===== config.mk =====
export PLATFORM = sky130hd
export DESIGN_NAME = mmc3_bank_mapper_scanline_irq_core_flat
export DESIGN_NICKNAME = d
export VERILOG_FILES = /design/src/mmc3bm_pkg.sv /design/src/mmc3bm_req_if.sv /design/src/mmc3bm_rsp_if.sv /design/src/mmc3bm_ctrl.sv /design/src/mmc3bm_dp.sv /design/src/mmc3_bank_mapper_scanline_irq_core.sv /design/src/flat_wrapper.sv
export SDC_FILE = /design/constraint.sdc
export NUM_CORES = 1
export LEC_CHECK = 0
export ABC_AREA = 0
export BUFFER_PORTS_ARGS = -buffer_cell sky130_fd_sc_hd__buf_2
export CELL_PAD_IN_SITES_DETAIL_PLACEMENT = 0
export CELL_PAD_IN_SITES_GLOBAL_PLACEMENT = 1
export CORE_UTILIZATION = 43
export CTS_CLUSTER_DIAMETER = 30
export DETAILED_ROUTE_END_ITERATION = 7
export PLACE_DENSITY_LB_ADDON = 0.1
export REMOVE_ABC_BUFFERS = 1
export SYNTH_ARGS = -nofsm -noshare
export SYNTH_HDL_FRONTEND = slang
export SYNTH_SLANG_ARGS = --single-unit
export TNS_END_PERCENT = 100

===== constraint.sdc =====
create_clock -name clock -period 3 [get_ports clock]
set_input_delay 0 -clock clock [delete_from_list [all_inputs] [get_ports clock]]
set_output_delay 0 -clock clock [all_outputs]
set_load 0.005 [all_outputs]

===== src/mmc3bm_pkg.sv =====
// Package for the MMC3-style bank mapper core: field widths, action and
// register decode codes, controller/datapath command structs and helpers.
// No dependencies.
package mmc3bm_pkg;

   localparam int PRG_BANK_W = 6;
   localparam int CHR_BANK_W = 8;
   localparam int COUNT_W    = 7;
   localparam int ROM_ADDR_W = 19;
   localparam int LINE_W     = 9;

   // One remainder bit is resolved per step, so the step count is the bank width.
   localparam int DIV_STEPS = PRG_BANK_W;

   localparam logic [LINE_W-1:0]  VISIBLE_LINES = 9'd240;
   localparam logic [COUNT_W-1:0] COUNT_RESET   = 7'd32;
   localparam logic [COUNT_W-1:0] COUNT_MIN     = 7'd2;
   localparam logic [COUNT_W-1:0] COUNT_MAX     = 7'd64;

   typedef enum logic [1:0] {
      ACT_REG_WRITE = 2'd0,
      ACT_PRG_READ  = 2'd1,
      ACT_CHR_READ  = 2'd2,
      ACT_SCANLINE  = 2'd3
   } action_type;

   // Register decode: {address[15:13], address[0]}.
   typedef enum logic [3:0] {
      REG_SELECT      = 4'b1000,
      REG_BANK_DATA   = 4'b1001,
      REG_MIRROR      = 4'b1010,
      REG_RAM_PROTECT = 4'b1011,
      REG_IRQ_LATCH   = 4'b1100,
      REG_IRQ_RELOAD  = 4'b1101,
      REG_IRQ_DISABLE = 4'b1110,
      REG_IRQ_ENABLE  = 4'b1111
   } reg_code_type;

   typedef struct packed {
      logic load_req;
      logic div_init;
      logic div_step;
      logic commit;
   } ctrl_cmd_type;

   typedef struct packed {
      logic needs_div;
      logic out_free;
   } dp_status_type;

   function automatic logic [COUNT_W-1:0] eff_count(input logic [COUNT_W-1:0] raw);
      logic [COUNT_W-1:0] n;
      n = raw;
      if (raw < COUNT_MIN) n = COUNT_MIN;
      if (raw > COUNT_MAX) n = COUNT_MAX;
      return n;
   endfunction

   // One restoring step of a remainder by n: shift in the next dividend bit,
   // subtract n once if it fits.
   function automatic logic [PRG_BANK_W-1:0] mod_step(
      input logic [PRG_BANK_W-1:0] rem,
      input logic                  dvd_bit,
      input logic [COUNT_W-1:0]    n
   );
      logic [COUNT_W-1:0] sh;
      logic [COUNT_W-1:0] diff;
      sh   = {rem, dvd_bit};
      diff = sh - n;
      return (sh >= n) ? diff[PRG_BANK_W-1:0] : sh[PRG_BANK_W-1:0];
   endfunction

endpackage


===== src/mmc3bm_req_if.sv =====
// Request channel interface: valid/ready handshake and one action item.
// Depends on nothing.
interface mmc3bm_req_if;
   logic       valid;
   logic       ready;
   logic [1:0] action;
   logic [15:0] address;
   logic [7:0] write_data;
   logic [8:0] scanline_number;

   modport source (output valid, output action, output address, output write_data,
                   output scanline_number, input ready);
   modport sink (input valid, input action, input address, input write_data,
                 input scanline_number, output ready);
endinterface


===== src/mmc3bm_rsp_if.sv =====
// Response channel interface: valid/ready handshake and one result item.
// Depends on nothing.
interface mmc3bm_rsp_if;
   logic        valid;
   logic        ready;
   logic [18:0] rom_address;
   logic        address_valid;
   logic        irq_line;
   logic        mirror_horizontal;

   modport source (output valid, output rom_address, output address_valid,
                   output irq_line, output mirror_horizontal, input ready);
   modport sink (input valid, input rom_address, input address_valid,
                 input irq_line, input mirror_horizontal, output ready);
endinterface


===== src/mmc3bm_ctrl.sv =====
// Controller state machine for the bank mapper core: sequences request
// capture, the bank remainder steps and the commit. Uses mmc3bm_pkg.
module mmc3bm_ctrl (
   input  logic                    clock,
   input  logic                    reset,
   input  logic                    req_valid,
   output logic                    req_ready,
   input  mmc3bm_pkg::dp_status_type status,
   output mmc3bm_pkg::ctrl_cmd_type  cmd
);

   localparam int STEP_W = $clog2(mmc3bm_pkg::DIV_STEPS);
   localparam logic [STEP_W-1:0] LAST_STEP = STEP_W'(mmc3bm_pkg::DIV_STEPS - 1);

   typedef enum logic [3:0] {
      ST_IDLE   = 4'b0001,
      ST_DECODE = 4'b0010,
      ST_DIV    = 4'b0100,
      ST_COMMIT = 4'b1000
   } state_type;

   state_type         state_ff, state_in;
   logic [STEP_W-1:0] step_ff, step_in;

   assign req_ready = (state_ff == ST_IDLE);

   always_comb begin
      state_in = state_ff;
      step_in  = step_ff;
      cmd      = '0;
      unique case (state_ff)
         ST_IDLE: begin
            if (req_valid) begin
               cmd.load_req = 1'b1;
               state_in     = ST_DECODE;
            end
         end
         ST_DECODE: begin
            if (status.needs_div) begin
               cmd.div_init = 1'b1;
               step_in      = '0;
               state_in     = ST_DIV;
            end else begin
               state_in = ST_COMMIT;
            end
         end
         ST_DIV: begin
            cmd.div_step = 1'b1;
            step_in      = step_ff + STEP_W'(1);
            if (step_ff == LAST_STEP) state_in = ST_COMMIT;
         end
         ST_COMMIT: begin
            // Hold here while the previous result still sits in the output register.
            if (status.out_free) begin
               cmd.commit = 1'b1;
               state_in   = ST_IDLE;
            end
         end
         default: state_in = ST_IDLE;
      endcase
   end

   always_ff @(posedge clock) begin
      if (reset) begin
         state_ff <= ST_IDLE;
         step_ff  <= '0;
      end else begin
         state_ff <= state_in;
         step_ff  <= step_in;
      end
   end

endmodule


===== src/mmc3bm_dp.sv =====
// Datapath for the bank mapper core: mapper registers, bank maps, IRQ
// counter, two bit-serial remainder lanes and the output register.
// Uses mmc3bm_pkg; driven by commands from mmc3bm_ctrl.
module mmc3bm_dp #(
   parameter logic [mmc3bm_pkg::LINE_W-1:0] VISIBLE_LINES = mmc3bm_pkg::VISIBLE_LINES
) (
   input  logic                      clock,
   input  logic                      reset,
   input  logic                      csr_write_enable,
   input  logic [6:0]                csr_write_data,
   input  logic [1:0]                req_action,
   input  logic [15:0]               req_address,
   input  logic [7:0]                req_write_data,
   input  logic [8:0]                req_scanline_number,
   input  mmc3bm_pkg::ctrl_cmd_type  cmd,
   output mmc3bm_pkg::dp_status_type status,
   output logic                      rsp_valid,
   input  logic                      rsp_ready,
   output logic [18:0]               rsp_rom_address,
   output logic                      rsp_address_valid,
   output logic                      rsp_irq_line,
   output logic                      rsp_mirror_horizontal
);

   localparam int PW = mmc3bm_pkg::PRG_BANK_W;
   localparam int CW = mmc3bm_pkg::CHR_BANK_W;
   localparam int NW = mmc3bm_pkg::COUNT_W;

   // Captured request.
   mmc3bm_pkg::action_type act_ff;
   logic [15:0]            addr_ff;
   logic [7:0]             data_ff;
   logic [8:0]             line_ff;

   // Mapper state.
   logic [NW-1:0] count_ff, count_in;
   logic [2:0]    target_ff, target_in;
   logic          swap_ff, swap_in;
   logic          invert_ff, invert_in;
   logic [CW-1:0] bank_ff [8];
   logic [CW-1:0] bank_in [8];
   logic [CW-1:0] chr_ff [8];
   logic [CW-1:0] chr_in [8];
   logic [PW-1:0] prg_ff [4];
   logic [PW-1:0] prg_in [4];
   logic [7:0]    latch_ff, latch_in;
   logic [7:0]    irqcnt_ff, irqcnt_in;
   logic          reload_ff, reload_in;
   logic          enabled_ff, enabled_in;
   logic          level_ff, level_in;
   logic          mirror_ff, mirror_in;

   // Remainder lanes for R6 and R7.
   logic [PW-1:0] dvd6_ff, dvd6_in, dvd7_ff, dvd7_in;
   logic [PW-1:0] rem6_ff, rem6_in, rem7_ff, rem7_in;

   // Output register.
   logic          rsp_valid_ff, rsp_valid_in;
   logic [18:0]   rom_ff, rom_in;
   logic          aval_ff, aval_in;
   logic          irq_ff;
   logic          mir_ff;

   logic [NW-1:0] count_n;
   logic          prg_target;

   assign count_n    = mmc3bm_pkg::eff_count(count_ff);
   assign prg_target = (target_ff[2:1] == 2'b11);

   assign status.needs_div = (act_ff == mmc3bm_pkg::ACT_REG_WRITE) && prg_target &&
                             (mmc3bm_pkg::reg_code_type'({addr_ff[15:13], addr_ff[0]})
                              == mmc3bm_pkg::REG_BANK_DATA);
   assign status.out_free  = !rsp_valid_ff || rsp_ready;

   // Remainder lanes.
   always_comb begin
      dvd6_in = dvd6_ff;
      dvd7_in = dvd7_ff;
      rem6_in = rem6_ff;
      rem7_in = rem7_ff;
      if (cmd.div_init) begin
         // The bank register being written takes its new value here.
         dvd6_in = (target_ff == 3'd6) ? data_ff[PW-1:0] : bank_ff[6][PW-1:0];
         dvd7_in = (target_ff == 3'd7) ? data_ff[PW-1:0] : bank_ff[7][PW-1:0];
         rem6_in = '0;
         rem7_in = '0;
      end else if (cmd.div_step) begin
         rem6_in = mmc3bm_pkg::mod_step(rem6_ff, dvd6_ff[PW-1], count_n);
         rem7_in = mmc3bm_pkg::mod_step(rem7_ff, dvd7_ff[PW-1], count_n);
         dvd6_in = {dvd6_ff[PW-2:0], 1'b0};
         dvd7_in = {dvd7_ff[PW-2:0], 1'b0};
      end
   end

   // Item execution and configuration.
   always_comb begin
      logic [NW-1:0] n2;
      logic [NW-1:0] n1;
      logic [NW-1:0] cfg_n;
      logic [7:0]    cnt_tmp;
      n2 = count_n - 7'd2;
      n1 = count_n - 7'd1;
      cnt_tmp    = irqcnt_ff;
      count_in   = count_ff;
      target_in  = target_ff;
      swap_in    = swap_ff;
      invert_in  = invert_ff;
      bank_in    = bank_ff;
      chr_in     = chr_ff;
      prg_in     = prg_ff;
      latch_in   = latch_ff;
      irqcnt_in  = irqcnt_ff;
      reload_in  = reload_ff;
      enabled_in = enabled_ff;
      level_in   = level_ff;
      mirror_in  = mirror_ff;
      rom_in     = '0;
      aval_in    = 1'b0;

      if (cmd.commit) begin
         unique case (act_ff)
            mmc3bm_pkg::ACT_REG_WRITE: begin
               unique case (mmc3bm_pkg::reg_code_type'({addr_ff[15:13], addr_ff[0]}))
                  mmc3bm_pkg::REG_SELECT: begin
                     target_in = data_ff[2:0];
                     swap_in   = data_ff[6];
                     invert_in = data_ff[7];
                  end
                  mmc3bm_pkg::REG_BANK_DATA: begin
                     if (!prg_target) begin
                        bank_in[target_ff] = data_ff;
                        for (int k = 0; k < 4; k++) begin
                           chr_in[{~invert_ff, 2'(k)}] = bank_in[k + 2];
                        end
                        chr_in[{invert_ff, 2'd0}] = {bank_in[0][CW-1:1], 1'b0};
                        chr_in[{invert_ff, 2'd1}] = {bank_in[0][CW-1:1], 1'b1};
                        chr_in[{invert_ff, 2'd2}] = {bank_in[1][CW-1:1], 1'b0};
                        chr_in[{invert_ff, 2'd3}] = {bank_in[1][CW-1:1], 1'b1};
                     end else begin
                        bank_in[target_ff] = {{(CW-PW){1'b0}}, data_ff[PW-1:0]};
                        if (swap_ff) begin
                           prg_in[2] = rem6_ff;
                           prg_in[0] = n2[PW-1:0];
                        end else begin
                           prg_in[0] = rem6_ff;
                           prg_in[2] = n2[PW-1:0];
                        end
                        prg_in[1] = rem7_ff;
                        prg_in[3] = n1[PW-1:0];
                     end
                  end
                  mmc3bm_pkg::REG_MIRROR:     mirror_in = data_ff[0];
                  mmc3bm_pkg::REG_IRQ_LATCH:  latch_in  = data_ff;
                  mmc3bm_pkg::REG_IRQ_RELOAD: begin
                     reload_in = 1'b1;
                     irqcnt_in = '0;
                  end
                  mmc3bm_pkg::REG_IRQ_DISABLE: begin
                     enabled_in = 1'b0;
                     level_in   = 1'b0;
                  end
                  mmc3bm_pkg::REG_IRQ_ENABLE: enabled_in = 1'b1;
                  // RAM protect and addresses below the register window do nothing.
                  default: ;
               endcase
            end
            mmc3bm_pkg::ACT_PRG_READ: begin
               if (addr_ff[15]) begin
                  rom_in  = {prg_ff[addr_ff[14:13]], addr_ff[12:0]};
                  aval_in = 1'b1;
               end
            end
            mmc3bm_pkg::ACT_CHR_READ: begin
               rom_in  = {1'b0, chr_ff[addr_ff[12:10]], addr_ff[9:0]};
               aval_in = 1'b1;
            end
            mmc3bm_pkg::ACT_SCANLINE: begin
               if (line_ff < VISIBLE_LINES) begin
                  if (reload_ff) begin
                     cnt_tmp   = latch_ff;
                     reload_in = 1'b0;
                  end else if (irqcnt_ff != 8'd0) begin
                     cnt_tmp = irqcnt_ff - 8'd1;
                  end
                  irqcnt_in = cnt_tmp;
                  if (cnt_tmp == 8'd0) begin
                     reload_in = 1'b1;
                     if (enabled_ff) level_in = 1'b1;
                  end
               end
            end
            default: ;
         endcase
      end

      // A count write reloads the default program bank layout.
      cfg_n = mmc3bm_pkg::eff_count(csr_write_data);
      if (csr_write_enable) begin
         count_in  = csr_write_data;
         prg_in[0] = '0;
         prg_in[1] = PW'(1);
         prg_in[2] = PW'(cfg_n - 7'd2);
         prg_in[3] = PW'(cfg_n - 7'd1);
      end
   end

   always_comb begin
      rsp_valid_in = rsp_valid_ff;
      if (cmd.commit) rsp_valid_in = 1'b1;
      else if (rsp_ready) rsp_valid_in = 1'b0;
   end

   always_ff @(posedge clock) begin
      if (cmd.load_req) begin
         act_ff  <= mmc3bm_pkg::action_type'(req_action);
         addr_ff <= req_address;
         data_ff <= req_write_data;
         line_ff <= req_scanline_number;
      end
      dvd6_ff <= dvd6_in;
      dvd7_ff <= dvd7_in;
      rem6_ff <= rem6_in;
      rem7_ff <= rem7_in;
      if (cmd.commit) begin
         rom_ff  <= rom_in;
         aval_ff <= aval_in;
         irq_ff  <= level_in;
         mir_ff  <= mirror_in;
      end
   end

   always_ff @(posedge clock) begin
      if (reset) begin
         count_ff     <= mmc3bm_pkg::COUNT_RESET;
         target_ff    <= '0;
         swap_ff      <= 1'b0;
         invert_ff    <= 1'b0;
         for (int i = 0; i < 8; i++) begin
            bank_ff[i] <= '0;
            chr_ff[i]  <= '0;
         end
         prg_ff[0]    <= '0;
         prg_ff[1]    <= PW'(1);
         prg_ff[2]    <= PW'(mmc3bm_pkg::COUNT_RESET - 7'd2);
         prg_ff[3]    <= PW'(mmc3bm_pkg::COUNT_RESET - 7'd1);
         latch_ff     <= '0;
         irqcnt_ff    <= '0;
         reload_ff    <= 1'b0;
         enabled_ff   <= 1'b0;
         level_ff     <= 1'b0;
         mirror_ff    <= 1'b0;
         rsp_valid_ff <= 1'b0;
      end else begin
         count_ff     <= count_in;
         target_ff    <= target_in;
         swap_ff      <= swap_in;
         invert_ff    <= invert_in;
         bank_ff      <= bank_in;
         chr_ff       <= chr_in;
         prg_ff       <= prg_in;
         latch_ff     <= latch_in;
         irqcnt_ff    <= irqcnt_in;
         reload_ff    <= reload_in;
         enabled_ff   <= enabled_in;
         level_ff     <= level_in;
         mirror_ff    <= mirror_in;
         rsp_valid_ff <= rsp_valid_in;
      end
   end

   assign rsp_valid             = rsp_valid_ff;
   assign rsp_rom_address       = rom_ff;
   assign rsp_address_valid     = aval_ff;
   assign rsp_irq_line          = irq_ff;
   assign rsp_mirror_horizontal = mir_ff;

endmodule


===== src/mmc3_bank_mapper_scanline_irq_core.sv =====
// MMC3-style bank mapper with scanline IRQ counter, top level.
// A result is registered after its item passes the decode and commit states; a bank write
// to R6 or R7 also runs the six-step serial remainder by the bank count in between.
// Items are taken one at a time; each commit waits until the output register is free.
// Reset (synchronous): registers return to power-up values, bank count 32, no
// output pending. Uses mmc3bm_pkg, mmc3bm_req_if, mmc3bm_rsp_if, mmc3bm_ctrl, mmc3bm_dp.
module mmc3_bank_mapper_scanline_irq_core #(
   parameter logic [mmc3bm_pkg::LINE_W-1:0] VISIBLE_LINES = mmc3bm_pkg::VISIBLE_LINES
) (
   input  logic        clock,
   input  logic        reset,
   input  logic        csr_write_enable,
   input  logic [6:0]  csr_write_data,
   mmc3bm_req_if.sink   req_ch,
   mmc3bm_rsp_if.source rsp_ch
);

   mmc3bm_pkg::ctrl_cmd_type  cmd;
   mmc3bm_pkg::dp_status_type status;

   mmc3bm_ctrl u_ctrl (
      .clock     (clock),
      .reset     (reset),
      .req_valid (req_ch.valid),
      .req_ready (req_ch.ready),
      .status    (status),
      .cmd       (cmd)
   );

   mmc3bm_dp #(
      .VISIBLE_LINES (VISIBLE_LINES)
   ) u_dp (
      .clock                 (clock),
      .reset                 (reset),
      .csr_write_enable      (csr_write_enable),
      .csr_write_data        (csr_write_data),
      .req_action            (req_ch.action),
      .req_address           (req_ch.address),
      .req_write_data        (req_ch.write_data),
      .req_scanline_number   (req_ch.scanline_number),
      .cmd                   (cmd),
      .status                (status),
      .rsp_valid             (rsp_ch.valid),
      .rsp_ready             (rsp_ch.ready),
      .rsp_rom_address       (rsp_ch.rom_address),
      .rsp_address_valid     (rsp_ch.address_valid),
      .rsp_irq_line          (rsp_ch.irq_line),
      .rsp_mirror_horizontal (rsp_ch.mirror_horizontal)
   );

endmodule


===== src/flat_wrapper.sv =====
// flat-port wrapper written by rule: the top's interface ports become plain ports
module mmc3_bank_mapper_scanline_irq_core_flat 
#(
   parameter logic [mmc3bm_pkg::LINE_W-1:0] VISIBLE_LINES = mmc3bm_pkg::VISIBLE_LINES
)
  (clock, reset, csr_write_enable, csr_write_data, req_ch_valid, req_ch_action, req_ch_address, req_ch_write_data, req_ch_scanline_number, req_ch_ready, rsp_ch_valid, rsp_ch_rom_address, rsp_ch_address_valid, rsp_ch_irq_line, rsp_ch_mirror_horizontal, rsp_ch_ready);
  mmc3bm_req_if req_ch_i ();
  mmc3bm_rsp_if rsp_ch_i ();
  input  logic clock;
  input  logic reset;
  input  logic csr_write_enable;
  input  logic [6:0] csr_write_data;
  input wire logic [$bits(req_ch_i.valid)-1:0] req_ch_valid;
  input wire logic [$bits(req_ch_i.action)-1:0] req_ch_action;
  input wire logic [$bits(req_ch_i.address)-1:0] req_ch_address;
  input wire logic [$bits(req_ch_i.write_data)-1:0] req_ch_write_data;
  input wire logic [$bits(req_ch_i.scanline_number)-1:0] req_ch_scanline_number;
  output wire logic [$bits(req_ch_i.ready)-1:0] req_ch_ready;
  output wire logic [$bits(rsp_ch_i.valid)-1:0] rsp_ch_valid;
  output wire logic [$bits(rsp_ch_i.rom_address)-1:0] rsp_ch_rom_address;
  output wire logic [$bits(rsp_ch_i.address_valid)-1:0] rsp_ch_address_valid;
  output wire logic [$bits(rsp_ch_i.irq_line)-1:0] rsp_ch_irq_line;
  output wire logic [$bits(rsp_ch_i.mirror_horizontal)-1:0] rsp_ch_mirror_horizontal;
  input wire logic [$bits(rsp_ch_i.ready)-1:0] rsp_ch_ready;
  assign req_ch_i.valid = req_ch_valid;
  assign req_ch_i.action = req_ch_action;
  assign req_ch_i.address = req_ch_address;
  assign req_ch_i.write_data = req_ch_write_data;
  assign req_ch_i.scanline_number = req_ch_scanline_number;
  assign req_ch_ready = req_ch_i.ready;
  assign rsp_ch_valid = rsp_ch_i.valid;
  assign rsp_ch_rom_address = rsp_ch_i.rom_address;
  assign rsp_ch_address_valid = rsp_ch_i.address_valid;
  assign rsp_ch_irq_line = rsp_ch_i.irq_line;
  assign rsp_ch_mirror_horizontal = rsp_ch_i.mirror_horizontal;
  assign rsp_ch_i.ready = rsp_ch_ready;
  mmc3_bank_mapper_scanline_irq_core #(.VISIBLE_LINES(VISIBLE_LINES)) u_core (.clock(clock), .reset(reset), .csr_write_enable(csr_write_enable), .csr_write_data(csr_write_data), .req_ch(req_ch_i), .rsp_ch(rsp_ch_i));
endmodule

# ---- Word level (Yosys, flattened, before mapping)
# Cells that the tools add are included.
dict set report op_classes {
  addsub 8
  n_mul 0
  div_mod_pow 0
  magnitude_cmp 27
  n_eq_ne 24
  shift 0
  mux 96
  bitwise 13
  reduce_logical 36
}
# cell n
set ops {}
lappend ops {{64-bit bitwise mux} 10}
lappend ops {{8-bit demux with 3-bit select} 9}
lappend ops {{8-bit 2-to-1 mux} 18}
lappend ops {{6-bit 2-to-1 mux} 14}
lappend ops {{64-bit 2-to-1 mux} 1}
lappend ops {{12-bit 2-to-1 mux} 5}
lappend ops {{4-bit >= comparator, second input constant} 10}
lappend ops {{3-bit inverter with 4-bit output} 10}
lappend ops {{19-bit one-hot mux with 2 select lines} 1}
lappend ops {{4-bit by 1-bit < comparator with 1-bit output, second input constant} 9}
lappend ops {{4-bit equality test, second input constant} 8}
lappend ops {{8-bit binary-select mux with 3-bit select} 1}
lappend ops {{1-bit 2-to-1 mux} 21}
lappend ops {{19-bit 2-to-1 mux} 1}
lappend ops {{2-bit nonzero test} 9}
lappend ops {{4-bit 2-to-1 mux} 4}
lappend ops {{4-bit one-hot mux with 4 select lines} 1}
lappend ops {{8-bit one-hot mux with 2 select lines} 1}
lappend ops {{4-bit AND reduction} 4}
lappend ops {{3-bit AND reduction} 5}
lappend ops {{7-bit >= comparator} 2}
lappend ops {{7-bit greater-than comparator, second input constant} 2}
lappend ops {{7-bit by 2-bit < comparator with 1-bit output, second input constant} 2}
lappend ops {{7-bit 2-to-1 mux} 2}
lappend ops {{29 further kinds} 54}
dict set report word_totals {
  register_bits 273
  latchBits 0
  ramBits 0
  romBits 0
  inputBits 47
  output_inout_bits 24
  wordCells 249
  memories 0
}

# ---- Depth between registers and ports, before layout
dict set report logic_depth {
  depth_word 14
  ltp_mapped 11
  depth_no_buf 11
}

# ---- Modules after synthesis
# From an unflattened synthesis, not the netlist that was laid out.
dict set report hier_totals {
  hier_cells 1325
  area_unflattened_um2 12728.5
}
# module instances cells_each area_each_um2 seq_area_each_um2
set modules_own_cells {}
lappend modules_own_cells {mmc3bm_dp 1 1280 12316.8 5775.5}
lappend modules_own_cells {mmc3bm_ctrl 1 45 411.6 140.1}

# ---- Least setup slack after synthesis
# Ideal clock, no wire load.
dict set report synth_timing {
  path_kind {register -> register}
  start {reg u_core.u_ctrl.state_ff[0]}
  end {reg u_core.u_dp.latch_ff[0]}
  setup_time_ns 0.128
  t_arrival_ns 3.091
  required_time_ns 2.872
  setup_slack_ns -0.218
  stages_incl_launch_ff 8
  n_path_buf 2
  period_less_slack_ns 3.218
  cell_sequence {dfxtp_1 -> buf_2 -> or4b_1 -> buf_2 -> nor2_1 -> nand4_2 -> mux2i_1 -> nor2_1}
}
# item line_no
set synth_rtl {}
lappend synth_rtl {{start: declaration} mmc3bm_ctrl.sv:22} ;# state_type state_ff, state_in;
lappend synth_rtl {{start signal: assignment} mmc3bm_ctrl.sv:68} ;# state_ff <= state_in;
lappend synth_rtl {{end signal: assignment} mmc3bm_dp.sv:261} ;# latch_ff <= latch_in;
lappend synth_rtl {{end: declaration} mmc3bm_dp.sv:46} ;# logic [7:0] latch_ff, latch_in;

# ---- Worst setup path in the final report
dict set report layout_timing {
  start {reg u_core.u_dp.count_ff[2]}
  end {reg u_core.u_dp.rem7_ff[0]}
}
dict set report layout_between {
  elab_chain_cells 5
  elab_cells_between_ends 7
  cone_classes {1 x add/sub; 3 x order compare; 3 x mux}
}
# item line_no
set layout_rtl {}
lappend layout_rtl {{start: declaration} mmc3bm_dp.sv:36} ;# logic [NW-1:0] count_ff, count_in;
lappend layout_rtl {{start signal: assignment} mmc3bm_dp.sv:234} ;# count_ff <= mmc3bm_pkg::COUNT_RESET;
lappend layout_rtl {{start signal: assignment} mmc3bm_dp.sv:254} ;# count_ff <= count_in;
lappend layout_rtl {{7-bit by 2-bit < comparator with 1-bit output} mmc3bm_pkg.sv:54} ;# if (raw < COUNT_MIN) n = COUNT_MIN;
lappend layout_rtl {{7-bit 2-to-1 mux} mmc3bm_pkg.sv:54}
lappend layout_rtl {{7-bit 2-to-1 mux *} mmc3bm_pkg.sv:55} ;# if (raw > COUNT_MAX) n = COUNT_MAX;
lappend layout_rtl {{6-bit subtractor / 7-bit >= comparator (equally long branches)} {mmc3bm_pkg.sv:69, mmc3bm_pkg.sv:70}}
lappend layout_rtl {{6-bit 2-to-1 mux *} mmc3bm_pkg.sv:70} ;# return (sh >= n) ? diff[PRG_BANK_W-1:0] : sh[PRG_BANK_W-1:0];
lappend layout_rtl {{end signal: assignment} mmc3bm_dp.sv:223} ;# rem7_ff <= rem7_in;
lappend layout_rtl {{end: declaration} mmc3bm_dp.sv:55} ;# logic [PW-1:0] rem6_ff, rem6_in, rem7_ff, rem7_in;
# Mark *: on every way between the ends. The rest lies on a longest branch, timed or not.
# A chain may end at the register's enable or synchronous reset.

==> impl_metrics.csv <==
group,metric,value,unit
logic_synthesis,netlist_instances,1352,
critical_path,endpoint_kind,"register",
placement,dp_hpwl,21500,um
finish,final_nets,1539,
global_routing,grt_pass1_vias,10020,
routing,ant_nets,0,
clocking,cts_buffer_depth,3,
logic_synthesis,synth_seq_area_share,46.43,%
pwr,irDropWorstVdd,0.4410,mV
outcome,run_status,"finished, final reports clean",
floorplanning,dieArea,30320,um^2
placement,gp_congestion,0.8480,
critical_path,reg2reg_setup_slack,0.30,ns
floorplanning,dieWidth,174.1,um
floorplanning,chipHeight,174.1,um
clocking,postCtsSetupRepairBufs,0,
job,cap_violations,0,
logic_synthesis,yosys_warnings,0,
finish,diodes,0,
global_routing,grtUsageTotal,22.35,%
clocking,cts_sinks,263,
critical_path,cp.required,3.43,ns
finish,final_layout_size_suffix_gt1_share,17.84,%
timing,setup_viol,0,
placement,dp_slack,0.2208,ns
global_routing,grt_antenna_before_repair,0,
timing,finClkSkew,0.01613,ns
floorplanning,rows,62,
timing,max_freq,0.3707,GHz
critical_path,worstPathArrival,3.13,ns
timing,min_period_over_period,89.92,%
logic_synthesis,synth_ff_type,"dfxtp_1",
critical_path,start_kind,"register",
clocking,clk_latency,0.55,ns
critical_path,path_buf_inv,1,
logic_synthesis,synth_area_leaders,"dfxtp_1 (31%), edfxtp_1 (15%), mux2i_1 (7.7%)",
critical_path,crit_slowest_cell,"nor4_2",
pwr,p_sw_share,23.23,%
pwr,power.share.clock,61.7,%
timing,fin_ws,0.3025,ns
global_routing,grt_pass1_wl,53850,um
routing,drtIter0Drc,666,
floorplanning,core-area,28940,um^2
pwr,post-layout-total-power,11.62,mW
critical_path,critical-path-top-delay-family,"simple AND/OR/NAND/NOR gates",
pwr,leakage,6.320,nW
timing,hold_viol,0,
routing,wirelength,33410,um
routing,first_pass_iters,5,
pwr,intPower,8.922,mW
logic_synthesis,syn_area,12740,um^2
floorplanning,ios,71,
finish,syn_to_final_growth,27.47,%
placement,placed_cells,1733,
routing,vias,10260,
logic_synthesis,synthArstFlopShare,0,%
finish,stdcell_count,1903,
floorplanning,initial_core_util,44.03,%
clocking,h-tree-depth,3,
clocking,cts_tree,"done",
logic_synthesis,syn_avg_cell_area,9.423,um^2
routing,wl_per_cell,17.56,um
logic_synthesis,ys_seq_elements,263,
timing,rsz0062_at_grt,"no",
clocking,cts_root_buffer,"clkbuf_16",
routing,vias_per_cell,5.392,
pwr,power_frac_seq,32.9,%
clocking,clk_pin_slew,0.05,ns
timing,report.final.slew_viol_count,0,
critical_path,crit_path_frequent_cell,"a21oi_1",
placement,portBuffers,66,
logic_synthesis,post-synth-top-area-fraction,31.11,%
finish,num-fill-cells,2551,
timing,maxSlewHeadroom,19.91,%
logic_synthesis,synth_edf_count,65,
hold_path,min-delay-path-class,"input port to register",
critical_path,critPathKind,"register to register",
timing,fin_crit,2.698,ns
pwr,combPwrFrac,5.4,%
timing,max_slew.worst_pin.slew,1.196,ns
pwr,power_density,715.7,nW/um^2
critical_path,critical-path-max-stage-delay,0.38,ns
critical_path,critPathMaxFanout,9,
clocking,numCtsBuffers,66,
routing,drc_errors,0,
logic_synthesis,synth.distinct_cells,66,
global_routing,grt_max_degree,93,
global_routing,overflow,0,
critical_path,crit_chain,"nor4_2, a21oi_1, and2_1, ha_1, nor2b_1, o31ai_1, a21oi_1, o221ai_1, buf_4, or3_1, o311ai_0",
pwr,switchingPower,2.700,mW
logic_synthesis,yosysTopAreaCell,"dfxtp_1",
## routing by layer
metal	track usage [%]	vias to the layer above	part of all wire, %
met3	4.353	54	3.8
met1	30.15	4906	48
met2	35.92	179	46
met4	7.273	0	2.1
met5	0	-	0
li1	-	5122	-
## kinds of logic (layout without fill, tap and decap cells)
kind of cell / Yosys count / after routing / share of synthesized area [%]
xor gates and xnor gates: 15 / 15 / 1.031
DFF: 263 / 263 / 46.43
muxes: 128 / 128 / 12.30
buffers and inverters: 130 / 297 / 4.174
and+or+nand+nor: 503 / 503 / 19.02
adders and majority gates: 27 / 27 / 2.770
AOI/OAI and AO/OA: 286 / 286 / 14.27
## area by class of cell
cell class,instances,area (um^2),area share [%]
multi-input cells,959,6331,38.99
flip-flops and latches,263,5917,36.44
clock buffers,78,1757,10.82
repair buffers,148,1106,6.811
clock inverters,44,546.8,3.367
well taps,384,480.5,2.959
inverters,27,101.3,0.6241
## cell usage in the layout, fill, tap and decap left out, drive strengths merged, types with 4 or more instances in the layout
| cell type | count |
|---|---|
| xnor2 | 9 |
| nand3 | 76 |
| mux4 | 22 |
| nand4 | 6 |
| clkinv | 23 |
| bufinv | 8 |
| nor2 | 146 |
| mux2i | 98 |
| nor2b | 27 |
| a32oi | 5 |
| clkinvlp | 8 |
| clkbuf | 78 |
| ha | 25 |
| nor3 | 20 |
| buf | 100 |
| o22ai | 9 |
| a211oi | 70 |
| dlygate4sd3 | 48 |
| nand3b | 6 |
| a311oi | 5 |
| o211ai | 6 |
| edfxtp | 65 |
| nor4 | 6 |
| xor2 | 6 |
| nand2b | 40 |
| and2 | 14 |
| a31oi | 4 |
| dfxtp | 198 |
| or4b | 4 |
| a21oi | 127 |
| mux2 | 8 |
| a21o | 4 |
| nor3b | 9 |
| inv | 32 |
| o31ai | 5 |
| o21ai | 28 |
| or3 | 8 |
| nand2 | 129 |
## synth_stat cells (6+ instances only)
library cell and n:
dfxtp_1 198, nor2_1 146, nand2_1 129, a21oi_1 127
mux2i_1 98, nand3_1 76, clkbuf_1 71, edfxtp_1 65
a211oi_1 63, nand2b_1 40, o21ai_0 28, inv_1 27
nor2b_1 27, ha_1 25, mux4_2 22, buf_2 20
nor3_1 18, and2_1 14, o22ai_1 9, xnor2_1 9
buf_1 8, mux2_2 8, nor3b_1 8, or3_1 8
a211oi_2 7, nand3b_1 6, o211ai_1 6, xor2_1 6
## registers in the layout, summed over array words and instances, names as in the netlist, 7 cells and up
register / count
u_core.u_dp.addr_ff: 16
u_core.u_dp.latch_ff: 8
u_core.u_dp.count_ff: 7
u_core.u_dp.chr_ff: 64
u_core.u_dp.irqcnt_ff: 8
u_core.u_dp.bank_ff: 58
u_core.u_dp.data_ff: 8
u_core.u_dp.rsp_rom_address: 19
u_core.u_dp.prg_ff: 24
## power groups by stage
stage          clock network, mW  logic [mW]  registers, mW
6_report                    7.17       0.630           3.82
2_1_floorplan                  0       0.339           3.86
5_1_grt                     7.49       0.694           3.83
4_1_cts                     7.28       0.631           3.82
3_3_place_gp                   0       0.575           3.88
3_5_place_dp                   0       0.578           3.89
## path summary, 6_finish.rpt
path	cells after the start	start	to
setup reg to reg	11	u_core.u_dp.count_ff[2]	u_core.u_dp.rem7_ff[0]
hold reg to reg	2	u_core.u_dp.chr_ff[56]	u_core.u_dp.chr_ff[56]
hold / removal	2	req_ch_address[10]	u_core.u_dp.addr_ff[10]
setup / recovery	11	u_core.u_dp.count_ff[2]	u_core.u_dp.rem7_ff[0]
## per-stage QoR
stage	hold slack, ns	utilization [%]	TNS (ns)	cell area (um^2)
6_report	0.1577	56.12	0	16240
5_1_grt	0.1488	56.12	0	16240
4_1_cts	0.1462	56.10	0	16230
3_5_place_dp	0.1784	46.48	0	13450
2_1_floorplan	0.06907	-	-195.11	12310
3_3_place_gp	0.1772	46.48	0	13450
## repair_timing
| action | CTS | global route |
|---|---|---|
| endpoints found under the hold margin | 87 | 0 |
| gates resized for setup | 0 | 1 |
| hold buffers | 48 | 0 |
| endpoints found under the setup margin | 0 | 2 |
Note: power is estimated with default switching activity, not from simulation.
